**src/design/rle_pkg.sv**
```systemverilog
// Shared constants, codes and control/status bundles for the RLP list encoder.
// No dependencies.
package rle_pkg;

  localparam int BUFFER_BYTES = 62;
  localparam int CNT_W        = $clog2(BUFFER_BYTES + 1);
  localparam int ADDR_W       = $clog2(BUFFER_BYTES);

  // request commands
  localparam logic [1:0] CMD_APPEND = 2'd0;
  localparam logic [1:0] CMD_FIELD  = 2'd1;
  localparam logic [1:0] CMD_LIST   = 2'd2;

  // RLP prefix bases
  localparam logic [7:0] RLP_STR_SHORT  = 8'h80;
  localparam logic [7:0] RLP_STR_LONG   = 8'hB7;
  localparam logic [7:0] RLP_LIST_SHORT = 8'hC0;
  localparam logic [7:0] RLP_LIST_LONG  = 8'hF7;
  localparam int         RLP_SHORT_MAX  = 56;

  // output register source select
  localparam logic [1:0] OSEL_LHDR = 2'd0;
  localparam logic [1:0] OSEL_BODY = 2'd1;
  localparam logic [1:0] OSEL_ERR  = 2'd2;

  typedef struct packed {
    logic       fld_wr;
    logic       fld_clr;
    logic       ovf_set;
    logic       clr_all;
    logic       idx_clr;
    logic       idx_inc;
    logic       lst_wr_hdr;
    logic       lst_wr_copy;
    logic       rd_fld;
    logic       rd_lst;
    logic       out_load;
    logic [1:0] out_sel;
  } dp_cmd_t;

  typedef struct packed {
    logic fld_full;
    logic fld_empty;
    logic ovf;
    logic fits;
    logic fhdr_none;
    logic fhdr_last;
    logic cp_last;
    logic lhdr_last;
    logic lst_empty;
    logic bd_last;
    logic slot_free;
  } dp_stat_t;

endpackage

```
**src/design/rle_dp.sv**
```systemverilog
// Datapath of the RLP list encoder: field and list memories, counters,
// header formation and the output register. Depends on rle_pkg.
module rle_dp (
  input  logic              clk,
  input  logic              rst_n,
  input  rle_pkg::dp_cmd_t  cmd,
  output rle_pkg::dp_stat_t stat,
  input  logic [7:0]        in_data_byte,
  output logic              out_valid,
  input  logic              out_ready,
  output logic [7:0]        out_byte,
  output logic              out_last_byte,
  output logic              out_overflow
);
  import rle_pkg::*;

  logic [7:0]       fld_mem [BUFFER_BYTES];
  logic [7:0]       lst_mem [BUFFER_BYTES];
  logic [7:0]       fld_rd_r;
  logic [7:0]       lst_rd_r;

  logic [CNT_W-1:0] fld_cnt_r, fld_cnt_nxt;
  logic [CNT_W-1:0] lst_cnt_r, lst_cnt_nxt;
  logic [CNT_W-1:0] idx_r, idx_nxt;
  logic [7:0]       first_r, first_nxt;
  logic             ovf_r, ovf_nxt;

  logic             out_valid_r, out_valid_nxt;
  logic [7:0]       out_byte_r, out_byte_nxt;
  logic             out_last_r, out_last_nxt;
  logic             out_ovf_r, out_ovf_nxt;

  logic [1:0]       fhdr_len;
  logic [1:0]       lhdr_len;
  logic [7:0]       fhdr_byte;
  logic [7:0]       lhdr_byte;
  logic [7:0]       lst_wdata;
  logic [CNT_W+1:0] need;
  logic             fld_short;
  logic             lst_short;

  assign fld_short = fld_cnt_r < CNT_W'(RLP_SHORT_MAX);
  assign lst_short = lst_cnt_r < CNT_W'(RLP_SHORT_MAX);

  // single byte below 0x80 is its own encoding
  always_comb begin
    if (fld_cnt_r == CNT_W'(1) && first_r < RLP_STR_SHORT) fhdr_len = 2'd0;
    else if (fld_short)                                      fhdr_len = 2'd1;
    else                                                     fhdr_len = 2'd2;
  end
  assign lhdr_len = lst_short ? 2'd1 : 2'd2;

  // lengths never exceed 255, so the long form always has one length byte
  always_comb begin
    if (idx_r != '0)    fhdr_byte = 8'(fld_cnt_r);
    else if (fld_short) fhdr_byte = RLP_STR_SHORT + 8'(fld_cnt_r);
    else                fhdr_byte = RLP_STR_LONG + 8'd1;
    if (idx_r != '0)    lhdr_byte = 8'(lst_cnt_r);
    else if (lst_short) lhdr_byte = RLP_LIST_SHORT + 8'(lst_cnt_r);
    else                lhdr_byte = RLP_LIST_LONG + 8'd1;
  end

  assign need = {2'b00, lst_cnt_r} + {{CNT_W{1'b0}}, fhdr_len} + {2'b00, fld_cnt_r};

  assign stat.fld_full  = fld_cnt_r == CNT_W'(BUFFER_BYTES);
  assign stat.fld_empty = fld_cnt_r == '0;
  assign stat.ovf       = ovf_r;
  assign stat.fits      = need <= (CNT_W + 2)'(BUFFER_BYTES);
  assign stat.fhdr_none = fhdr_len == 2'd0;
  assign stat.fhdr_last = idx_r == ({{(CNT_W-2){1'b0}}, fhdr_len} - CNT_W'(1));
  assign stat.cp_last   = idx_r == (fld_cnt_r - CNT_W'(1));
  assign stat.lhdr_last = idx_r == ({{(CNT_W-2){1'b0}}, lhdr_len} - CNT_W'(1));
  assign stat.lst_empty = lst_cnt_r == '0;
  assign stat.bd_last   = idx_r == (lst_cnt_r - CNT_W'(1));
  assign stat.slot_free = !out_valid_r || out_ready;

  assign lst_wdata = cmd.lst_wr_hdr ? fhdr_byte : fld_rd_r;

  always_comb begin
    fld_cnt_nxt = fld_cnt_r;
    lst_cnt_nxt = lst_cnt_r;
    idx_nxt     = idx_r;
    first_nxt   = first_r;
    ovf_nxt     = ovf_r;
    if (cmd.clr_all || cmd.fld_clr) fld_cnt_nxt = '0;
    else if (cmd.fld_wr)            fld_cnt_nxt = fld_cnt_r + CNT_W'(1);
    if (cmd.fld_wr && fld_cnt_r == '0) first_nxt = in_data_byte;
    if (cmd.clr_all)                          lst_cnt_nxt = '0;
    else if (cmd.lst_wr_hdr || cmd.lst_wr_copy) lst_cnt_nxt = lst_cnt_r + CNT_W'(1);
    if (cmd.clr_all)      ovf_nxt = 1'b0;
    else if (cmd.ovf_set) ovf_nxt = 1'b1;
    if (cmd.idx_clr)      idx_nxt = '0;
    else if (cmd.idx_inc) idx_nxt = idx_r + CNT_W'(1);
  end

  always_comb begin
    out_valid_nxt = out_valid_r;
    out_byte_nxt  = out_byte_r;
    out_last_nxt  = out_last_r;
    out_ovf_nxt   = out_ovf_r;
    if (out_ready) out_valid_nxt = 1'b0;
    if (cmd.out_load) begin
      out_valid_nxt = 1'b1;
      unique case (cmd.out_sel)
        OSEL_LHDR: begin
          out_byte_nxt = lhdr_byte;
          out_last_nxt = stat.lst_empty && stat.lhdr_last;
          out_ovf_nxt  = 1'b0;
        end
        OSEL_BODY: begin
          out_byte_nxt = lst_rd_r;
          out_last_nxt = stat.bd_last;
          out_ovf_nxt  = 1'b0;
        end
        OSEL_ERR: begin
          out_byte_nxt = 8'h00;
          out_last_nxt = 1'b1;
          out_ovf_nxt  = 1'b1;
        end
        default: begin
          out_byte_nxt = 8'h00;
          out_last_nxt = 1'b1;
          out_ovf_nxt  = 1'b1;
        end
      endcase
    end
  end

  always_ff @(posedge clk) begin
    if (!rst_n) begin
      fld_cnt_r   <= '0;
      lst_cnt_r   <= '0;
      idx_r       <= '0;
      ovf_r       <= 1'b0;
      out_valid_r <= 1'b0;
    end else begin
      fld_cnt_r   <= fld_cnt_nxt;
      lst_cnt_r   <= lst_cnt_nxt;
      idx_r       <= idx_nxt;
      ovf_r       <= ovf_nxt;
      out_valid_r <= out_valid_nxt;
    end
  end

  always_ff @(posedge clk) begin
    first_r    <= first_nxt;
    out_byte_r <= out_byte_nxt;
    out_last_r <= out_last_nxt;
    out_ovf_r  <= out_ovf_nxt;
  end

  always_ff @(posedge clk) begin
    if (cmd.fld_wr) fld_mem[fld_cnt_r[ADDR_W-1:0]] <= in_data_byte;
    if (cmd.rd_fld) fld_rd_r <= fld_mem[idx_r[ADDR_W-1:0]];
  end

  always_ff @(posedge clk) begin
    if (cmd.lst_wr_hdr || cmd.lst_wr_copy) lst_mem[lst_cnt_r[ADDR_W-1:0]] <= lst_wdata;
    if (cmd.rd_lst) lst_rd_r <= lst_mem[idx_r[ADDR_W-1:0]];
  end

  assign out_valid     = out_valid_r;
  assign out_byte      = out_byte_r;
  assign out_last_byte = out_last_r;
  assign out_overflow  = out_ovf_r;

endmodule

```
**src/design/rle_ctrl.sv**
```systemverilog
// Controller of the RLP list encoder: decodes requests and sequences field
// copies and list emission. Depends on rle_pkg.
module rle_ctrl (
  input  logic              clk,
  input  logic              rst_n,
  input  logic              in_valid,
  output logic              in_ready,
  input  logic [1:0]        in_command,
  input  rle_pkg::dp_stat_t stat,
  output rle_pkg::dp_cmd_t  cmd
);
  import rle_pkg::*;

  localparam logic [2:0] S_IDLE  = 3'd0;
  localparam logic [2:0] S_FHDR  = 3'd1;
  localparam logic [2:0] S_CP_RD = 3'd2;
  localparam logic [2:0] S_CP_WR = 3'd3;
  localparam logic [2:0] S_LHDR  = 3'd4;
  localparam logic [2:0] S_BD_RD = 3'd5;
  localparam logic [2:0] S_BD_OUT = 3'd6;
  localparam logic [2:0] S_ERR   = 3'd7;

  logic [2:0] state_r, state_nxt;
  logic       take;

  assign in_ready = state_r == S_IDLE;
  assign take     = in_valid && in_ready;

  always_comb begin
    state_nxt = state_r;
    cmd       = '0;
    cmd.out_sel = OSEL_LHDR;
    unique case (state_r)
      S_IDLE: begin
        if (take) begin
          unique case (in_command)
            CMD_APPEND: begin
              if (stat.fld_full) cmd.ovf_set = 1'b1;
              else               cmd.fld_wr  = 1'b1;
            end
            CMD_FIELD: begin
              if (stat.ovf) begin
                cmd.fld_clr = 1'b1;
              end else if (!stat.fits) begin
                cmd.ovf_set = 1'b1;
                cmd.fld_clr = 1'b1;
              end else begin
                cmd.idx_clr = 1'b1;
                state_nxt   = stat.fhdr_none ? S_CP_RD : S_FHDR;
              end
            end
            CMD_LIST: begin
              cmd.idx_clr = 1'b1;
              state_nxt   = stat.ovf ? S_ERR : S_LHDR;
            end
            default: ;
          endcase
        end
      end
      S_FHDR: begin
        cmd.lst_wr_hdr = 1'b1;
        cmd.idx_inc    = 1'b1;
        if (stat.fhdr_last) begin
          cmd.idx_clr = 1'b1;
          if (stat.fld_empty) begin
            cmd.fld_clr = 1'b1;
            state_nxt   = S_IDLE;
          end else begin
            state_nxt = S_CP_RD;
          end
        end
      end
      S_CP_RD: begin
        cmd.rd_fld = 1'b1;
        state_nxt  = S_CP_WR;
      end
      S_CP_WR: begin
        cmd.lst_wr_copy = 1'b1;
        cmd.idx_inc     = 1'b1;
        if (stat.cp_last) begin
          cmd.fld_clr = 1'b1;
          state_nxt   = S_IDLE;
        end else begin
          state_nxt = S_CP_RD;
        end
      end
      S_LHDR: begin
        if (stat.slot_free) begin
          cmd.out_load = 1'b1;
          cmd.out_sel  = OSEL_LHDR;
          cmd.idx_inc  = 1'b1;
          if (stat.lhdr_last) begin
            cmd.idx_clr = 1'b1;
            if (stat.lst_empty) begin
              cmd.clr_all = 1'b1;
              state_nxt   = S_IDLE;
            end else begin
              state_nxt = S_BD_RD;
            end
          end
        end
      end
      S_BD_RD: begin
        cmd.rd_lst = 1'b1;
        state_nxt  = S_BD_OUT;
      end
      S_BD_OUT: begin
        if (stat.slot_free) begin
          cmd.out_load = 1'b1;
          cmd.out_sel  = OSEL_BODY;
          cmd.idx_inc  = 1'b1;
          if (stat.bd_last) begin
            cmd.clr_all = 1'b1;
            state_nxt   = S_IDLE;
          end else begin
            state_nxt = S_BD_RD;
          end
        end
      end
      S_ERR: begin
        if (stat.slot_free) begin
          cmd.out_load = 1'b1;
          cmd.out_sel  = OSEL_ERR;
          cmd.clr_all  = 1'b1;
          state_nxt    = S_IDLE;
        end
      end
      default: state_nxt = S_IDLE;
    endcase
  end

  always_ff @(posedge clk) begin
    if (!rst_n) state_r <= S_IDLE;
    else        state_r <= state_nxt;
  end

endmodule

```
**src/design/rlp_list_encoder.sv**
```systemverilog
// RLP list encoder top level: controller plus datapath.
// Depends on rle_pkg, rle_ctrl and rle_dp.
//
// Usage: the input channel takes one request per handshake: append a byte to
// the open field, close the field, or close the list. Appends and rejected
// closes leave in_ready high. A field close of N bytes with an H-byte header
// (H = 0, 1 or 2) holds in_ready low while the header is written and the
// field memory is copied into the list memory, one byte at a time, by a read
// state and then a write state.
// A list close streams the list header (1 or 2 bytes) and then the L stored
// bytes on the output channel; each body byte is first read from the list
// memory and then loaded into the output register. out_last_byte marks the
// final byte. If a field or the list overflowed the buffer, the list close
// yields one result with out_overflow and out_last_byte set and out_byte
// zero.
// A stalled receiver holds the output register and pauses the sequencer; the
// block returns to accepting requests once the final byte is loaded.
// Reset clears the counters, the overflow flag and the output valid flag; the
// memories are not cleared and need no clearing pass.
module rlp_list_encoder (
  input  logic       clk,
  input  logic       rst_n,
  input  logic       in_valid,
  output logic       in_ready,
  input  logic [1:0] in_command,
  input  logic [7:0] in_data_byte,
  output logic       out_valid,
  input  logic       out_ready,
  output logic [7:0] out_byte,
  output logic       out_last_byte,
  output logic       out_overflow
);
  import rle_pkg::*;

  dp_cmd_t  cmd;
  dp_stat_t stat;

  rle_ctrl u_ctrl (
    .clk        (clk),
    .rst_n      (rst_n),
    .in_valid   (in_valid),
    .in_ready   (in_ready),
    .in_command (in_command),
    .stat       (stat),
    .cmd        (cmd)
  );

  rle_dp u_dp (
    .clk           (clk),
    .rst_n         (rst_n),
    .cmd           (cmd),
    .stat          (stat),
    .in_data_byte  (in_data_byte),
    .out_valid     (out_valid),
    .out_ready     (out_ready),
    .out_byte      (out_byte),
    .out_last_byte (out_last_byte),
    .out_overflow  (out_overflow)
  );

endmodule

```
**config.mk**
```make
export PLATFORM = sky130hd
export DESIGN_NAME = rlp_list_encoder
export DESIGN_NICKNAME = d
export VERILOG_FILES = /design/src/design/rle_pkg.sv /design/src/design/rle_dp.sv /design/src/design/rle_ctrl.sv /design/src/design/rlp_list_encoder.sv
export SDC_FILE = /design/constraint.sdc
export NUM_CORES = 1
export LEC_CHECK = 0
export BUFFER_PORTS_ARGS = -buffer_cell sky130_fd_sc_hd__buf_2
export CORE_ASPECT_RATIO = 0.9
export CORE_MARGIN = 5
export CORE_UTILIZATION = 29
export DETAILED_ROUTE_END_ITERATION = 10
export GPL_ROUTABILITY_DRIVEN = 0
export SYNTH_ARGS = -nofsm -noshare
export SYNTH_HDL_FRONTEND = slang
export SYNTH_SLANG_ARGS = --single-unit
```
**constraint.sdc**
```tcl
create_clock -name clk -period 5.7 [get_ports clk]
set_clock_uncertainty 0.05 [all_clocks]
set_input_delay 0.57 -clock clk [delete_from_list [all_inputs] [get_ports clk]]
set_output_delay 0.57 -clock clk [all_outputs]
set_load 0.05 [all_outputs]
```
==> summary.md <==
| Metric | Value |
|---|---|
| Worst Reg-to-Reg Cells | `13` |
| Slowest-stage cell, CP | `nor4_1` |
| Kind of critical path | `register to register` |
| Arr. time, crit path | `5.12 ns` |
| Wirelength per Cell | `23.8 um` |
| Yosys cell types | `55` |
| Post-CTS Hold Buffers | `0` |
| TNS Setup | `0 ns` |
| Cells after Synth | `1931` |
| Maximum vdd drop | `0.241 mV` |
| DRT Pass-1 Iters | `8` |
| Final period utilization | `80.1%` |
| I/O pins | `26` |
| Crit. End Element | `register` |
| Die height | `369 um` |
| Yosys reg bits | `1042` |
| Status | `complete, no violations` |
| CTS root buf | `clkbuf_16` |
| Nets | `2022` |
| Buf/Inv on CP | `0` |
| Diodes inserted | `0` |
| Worst-path maximum fanout | `17` |
| Top cell type's share of synthesized area | `73.8%` |
| Max H-tree Level | `3` |
| Crit-path cells | `nor4_1 -> a31oi_1 -> ha_1 -> fa_1 -> xor2_1 -> ha_1 -> and3_1 -> a32oi_1 -> a41oi_1 -> a2111oi_0 -> a21oi_1 -> nor3_1 -> mux2i_1` |
| Hold EP | `u_dp.out_valid` |
| Vias per cell | `4.92` |
| Fin. Hold Viols | `0` |
| Crit path largest cell delay | `0.62 ns` |
| Crit-path most repeated cell | `ha_1` |
| Setup-failing EPs final | `0` |
| Relative slew slack | `15.7%` |
| IO buf count | `25` |
| Most frequent cells after synthesis | `edfxtp_1 (1019), mux4_2 (320), nor2_1 (156)` |
| Hold Crit Depth | `2` |
| Clock slew at reported path FFs | `0.06 ns` |
| Die W | `409 um` |
| Yosys warns | `0` |
| CTS buffer count | `102` |
| Initial Util | `29.2%` |
| CTS tree | `yes` |
| Worst hold path class | `input port to register` |
| Reg2reg end | `u_ctrl.state_r[0]` |
| Vias | `19400` |
| Synth area leaders | `edfxtp_1 (74%), mux4_2 (17%), nor2_1 (1.4%), dfxtp_1 (1.1%), ha_1 (0.69%)` |
| Post-CTS Resized | `0` |
| Die footprint | `0.151 sq mm` |
| Synthesized area per cell | `21.5 sq um` |
| FFs w/ async S/R, synth | `0%` |
| Share of cells above drive strength 1 | `26.3%` |
| Final antenna-violating net count | `0` |
| Initial antenna violation count | `7` |
| Remaining Overflow, GRT | `0` |
| Final min period | `4.56 ns` |
| Top_reg_cell synth | `edfxtp_1` |
| Postcts setup bufs | `0` |
| Unrepaired setup endpoints after global routing | `false` |
| Synth area leader | `edfxtp_1` |
| EDFF count, synth | `1019` |
| Clk sinks | `1042` |
| Most frequent cell after synthesis | `edfxtp_1` |
| Core ar. | `0.142 sq mm` |
| GRT Total Usage | `12.3%` |
| Area delta synth->final | `13.4%` |
| Peak Freq | `219 MHz` |
| Sequential cell area fraction in the yosys report | `74.9%` |
| Critical Path RT | `6.26 ns` |
| # DRC | `0` |
| Vias in the first global route | `20000` |
| HPWL after detailed placement | `57.4 mm` |
| Global-route wire length before repair | `139 mm` |
| Slew Viols, Final | `0` |
| Leakage | `13.8 nW` |
| Syn nets | `1970` |
| Worst skew pair latency | `0.69 ns` |
| Top delay family on crit path | `compound AO/OA/AOI/OAI gates` |
| Power, Total | `0.0177 W` |
| CP Launch Type | `register` |
| Power Density | `377 mW/mm^2` |
| Worst R2R Start | `u_dp.fld_cnt_r[2]` |
| Beginning of the worst hold path | `rst_n` |
| Routed WL | `93.7 mm` |
| Worst slew pin tran | `1.26 ns` |
| Maximum root-to-sink buffer count | `3` |
| Reg-to-reg slack, setup | `1.14 ns` |
| Syn Std Cell Area | `0.0415 sq mm` |
| FP Rows | `131` |
| Detailed Route Iter0 Violations | `1904` |
| Largest net degree at the start of global routing | `75` |
| MaxCap Viol Count | `0` |
## worst max-delay path by stage
stage,start,to,slack (ns),depth (start not counted)
finish,u_dp.fld_cnt_r[2],u_ctrl.state_r[0],1.14,13
global route,u_dp.fld_cnt_r[2],u_ctrl.state_r[0],0.80,13
CTS,u_dp.fld_cnt_r[2],u_ctrl.state_r[0],1.25,13
detailed placement,u_dp.fld_cnt_r[2],u_ctrl.state_r[0],1.31,13
global placement,u_dp.fld_cnt_r[5],u_ctrl.state_r[0],1.50,13
floorplan,u_ctrl.state_r[0],u_dp.lst_mem[0][7],1.07,6
## state kept, by name, summed over array words and instances (netlist names), 3 cells and up
| name | count |
|---|---|
| u_dp.fld_mem | 496 |
| u_dp.lst_mem | 496 |
| u_dp.fld_rd_r | 8 |
| u_dp.lst_rd_r | 8 |
| u_dp.out_byte | 8 |
| u_dp.fld_cnt_r | 6 |
| u_dp.idx_r | 6 |
| u_dp.lst_cnt_r | 6 |
| u_ctrl.state_r | 3 |
## layer usage
| layer | vias to the layer above | GRT usage, % | routed length [um] |
|---|---|---|---|
| met5 | - | 0 | 41 |
| met3 | 122 | 2.51 | 5890 |
| met4 | 6 | 2.66 | 1590 |
| li1 | 8158 | - | - |
| met1 | 10500 | 17.3 | 40600 |
| met2 | 623 | 19.9 | 45500 |
## metrics by stage
stage                     hold slack, ns  setup WS, ns  instances  util, %  area (sq um)
after floorplan                    0.446          1.07       1931        -         41500
after global placement             0.505          1.50       3741     30.8         43800
after detailed placement           0.510          1.31       3741     30.8         43800
after CTS                          0.155          1.25       3932     33.1         47000
after global routing               0.168         0.804       3932     33.1         47000
final                              0.209          1.14       3932     33.1         47000
## power breakdown
part | leakage (nW) | switching, W | total (W) | internal [W]
Clock | 1.58 | 0.00284 | 0.00658 | 0.00375
Combinational | 2.86 | 0.00137 | 0.00214 | 0.000775
Sequential | 9.36 | 0.000101 | 0.00902 | 0.00892
Total | 13.8 | 0.00430 | 0.0177 | 0.0134
## worst reg2reg max path: stages, from the launching register on
cell and delay [ns]:
dfxtp_1 0.48, nor4_1 0.62, a31oi_1 0.27, ha_1 0.28, fa_1 0.47, xor2_1 0.17, ha_1 0.40, and3_1 0.23
a32oi_1 0.21, a41oi_1 0.18, a2111oi_0 0.44, a21oi_1 0.20, nor3_1 0.28, mux2i_1 0.22
## logic make-up (layout without fill, tap and decap cells)
group | Yosys count | count (layout) | share of synthesized area (%)
buffers and inverters | 124 | 263 | 1.31
and+or+nand+nor | 290 | 290 | 3.12
AOI/OAI and AO/OA | 75 | 75 | 1.22
muxes | 339 | 339 | 17.9
xor gates and xnor gates | 36 | 36 | 0.760
adders and majority gates | 25 | 25 | 0.791
DFF | 1042 | 1042 | 74.9
## area by class of cell
cell class	count	area (sq um)
clock buffer	131	2720
clock inverter	60	538
fill	13200	94900
inverter	19	71.3
multi-input combinational	765	9900
sequential	1042	31100
tap	1862	2330
timing repair buffer	53	398
## cell usage in the layout, fill, tap and decap left out, types with 4 or more instances in the layout
master	n
a21oi_1	17
nor2_1	156
mux2_2	17
dfxtp_1	19
clkbuf_1	25
edfxtp_1	1019
nor3_1	11
a31oi_1	4
xnor2_1	25
nand2_1	44
bufinv_16	8
nor2b_1	8
clkbuf_16	104
and2_1	4
or3_1	10
and3_1	4
mux4_2	320
nand4_1	7
o21a_1	5
clkinv_2	11
nand2b_1	6
o21ai_0	15
clkinv_1	31
dfxtp_4	4
nand3_1	23
buf_12	5
buf_2	25
buf_4	23
xor2_1	11
inv_1	19
ha_1	23
No activity file was read; power rests on OpenSTA's default activity.
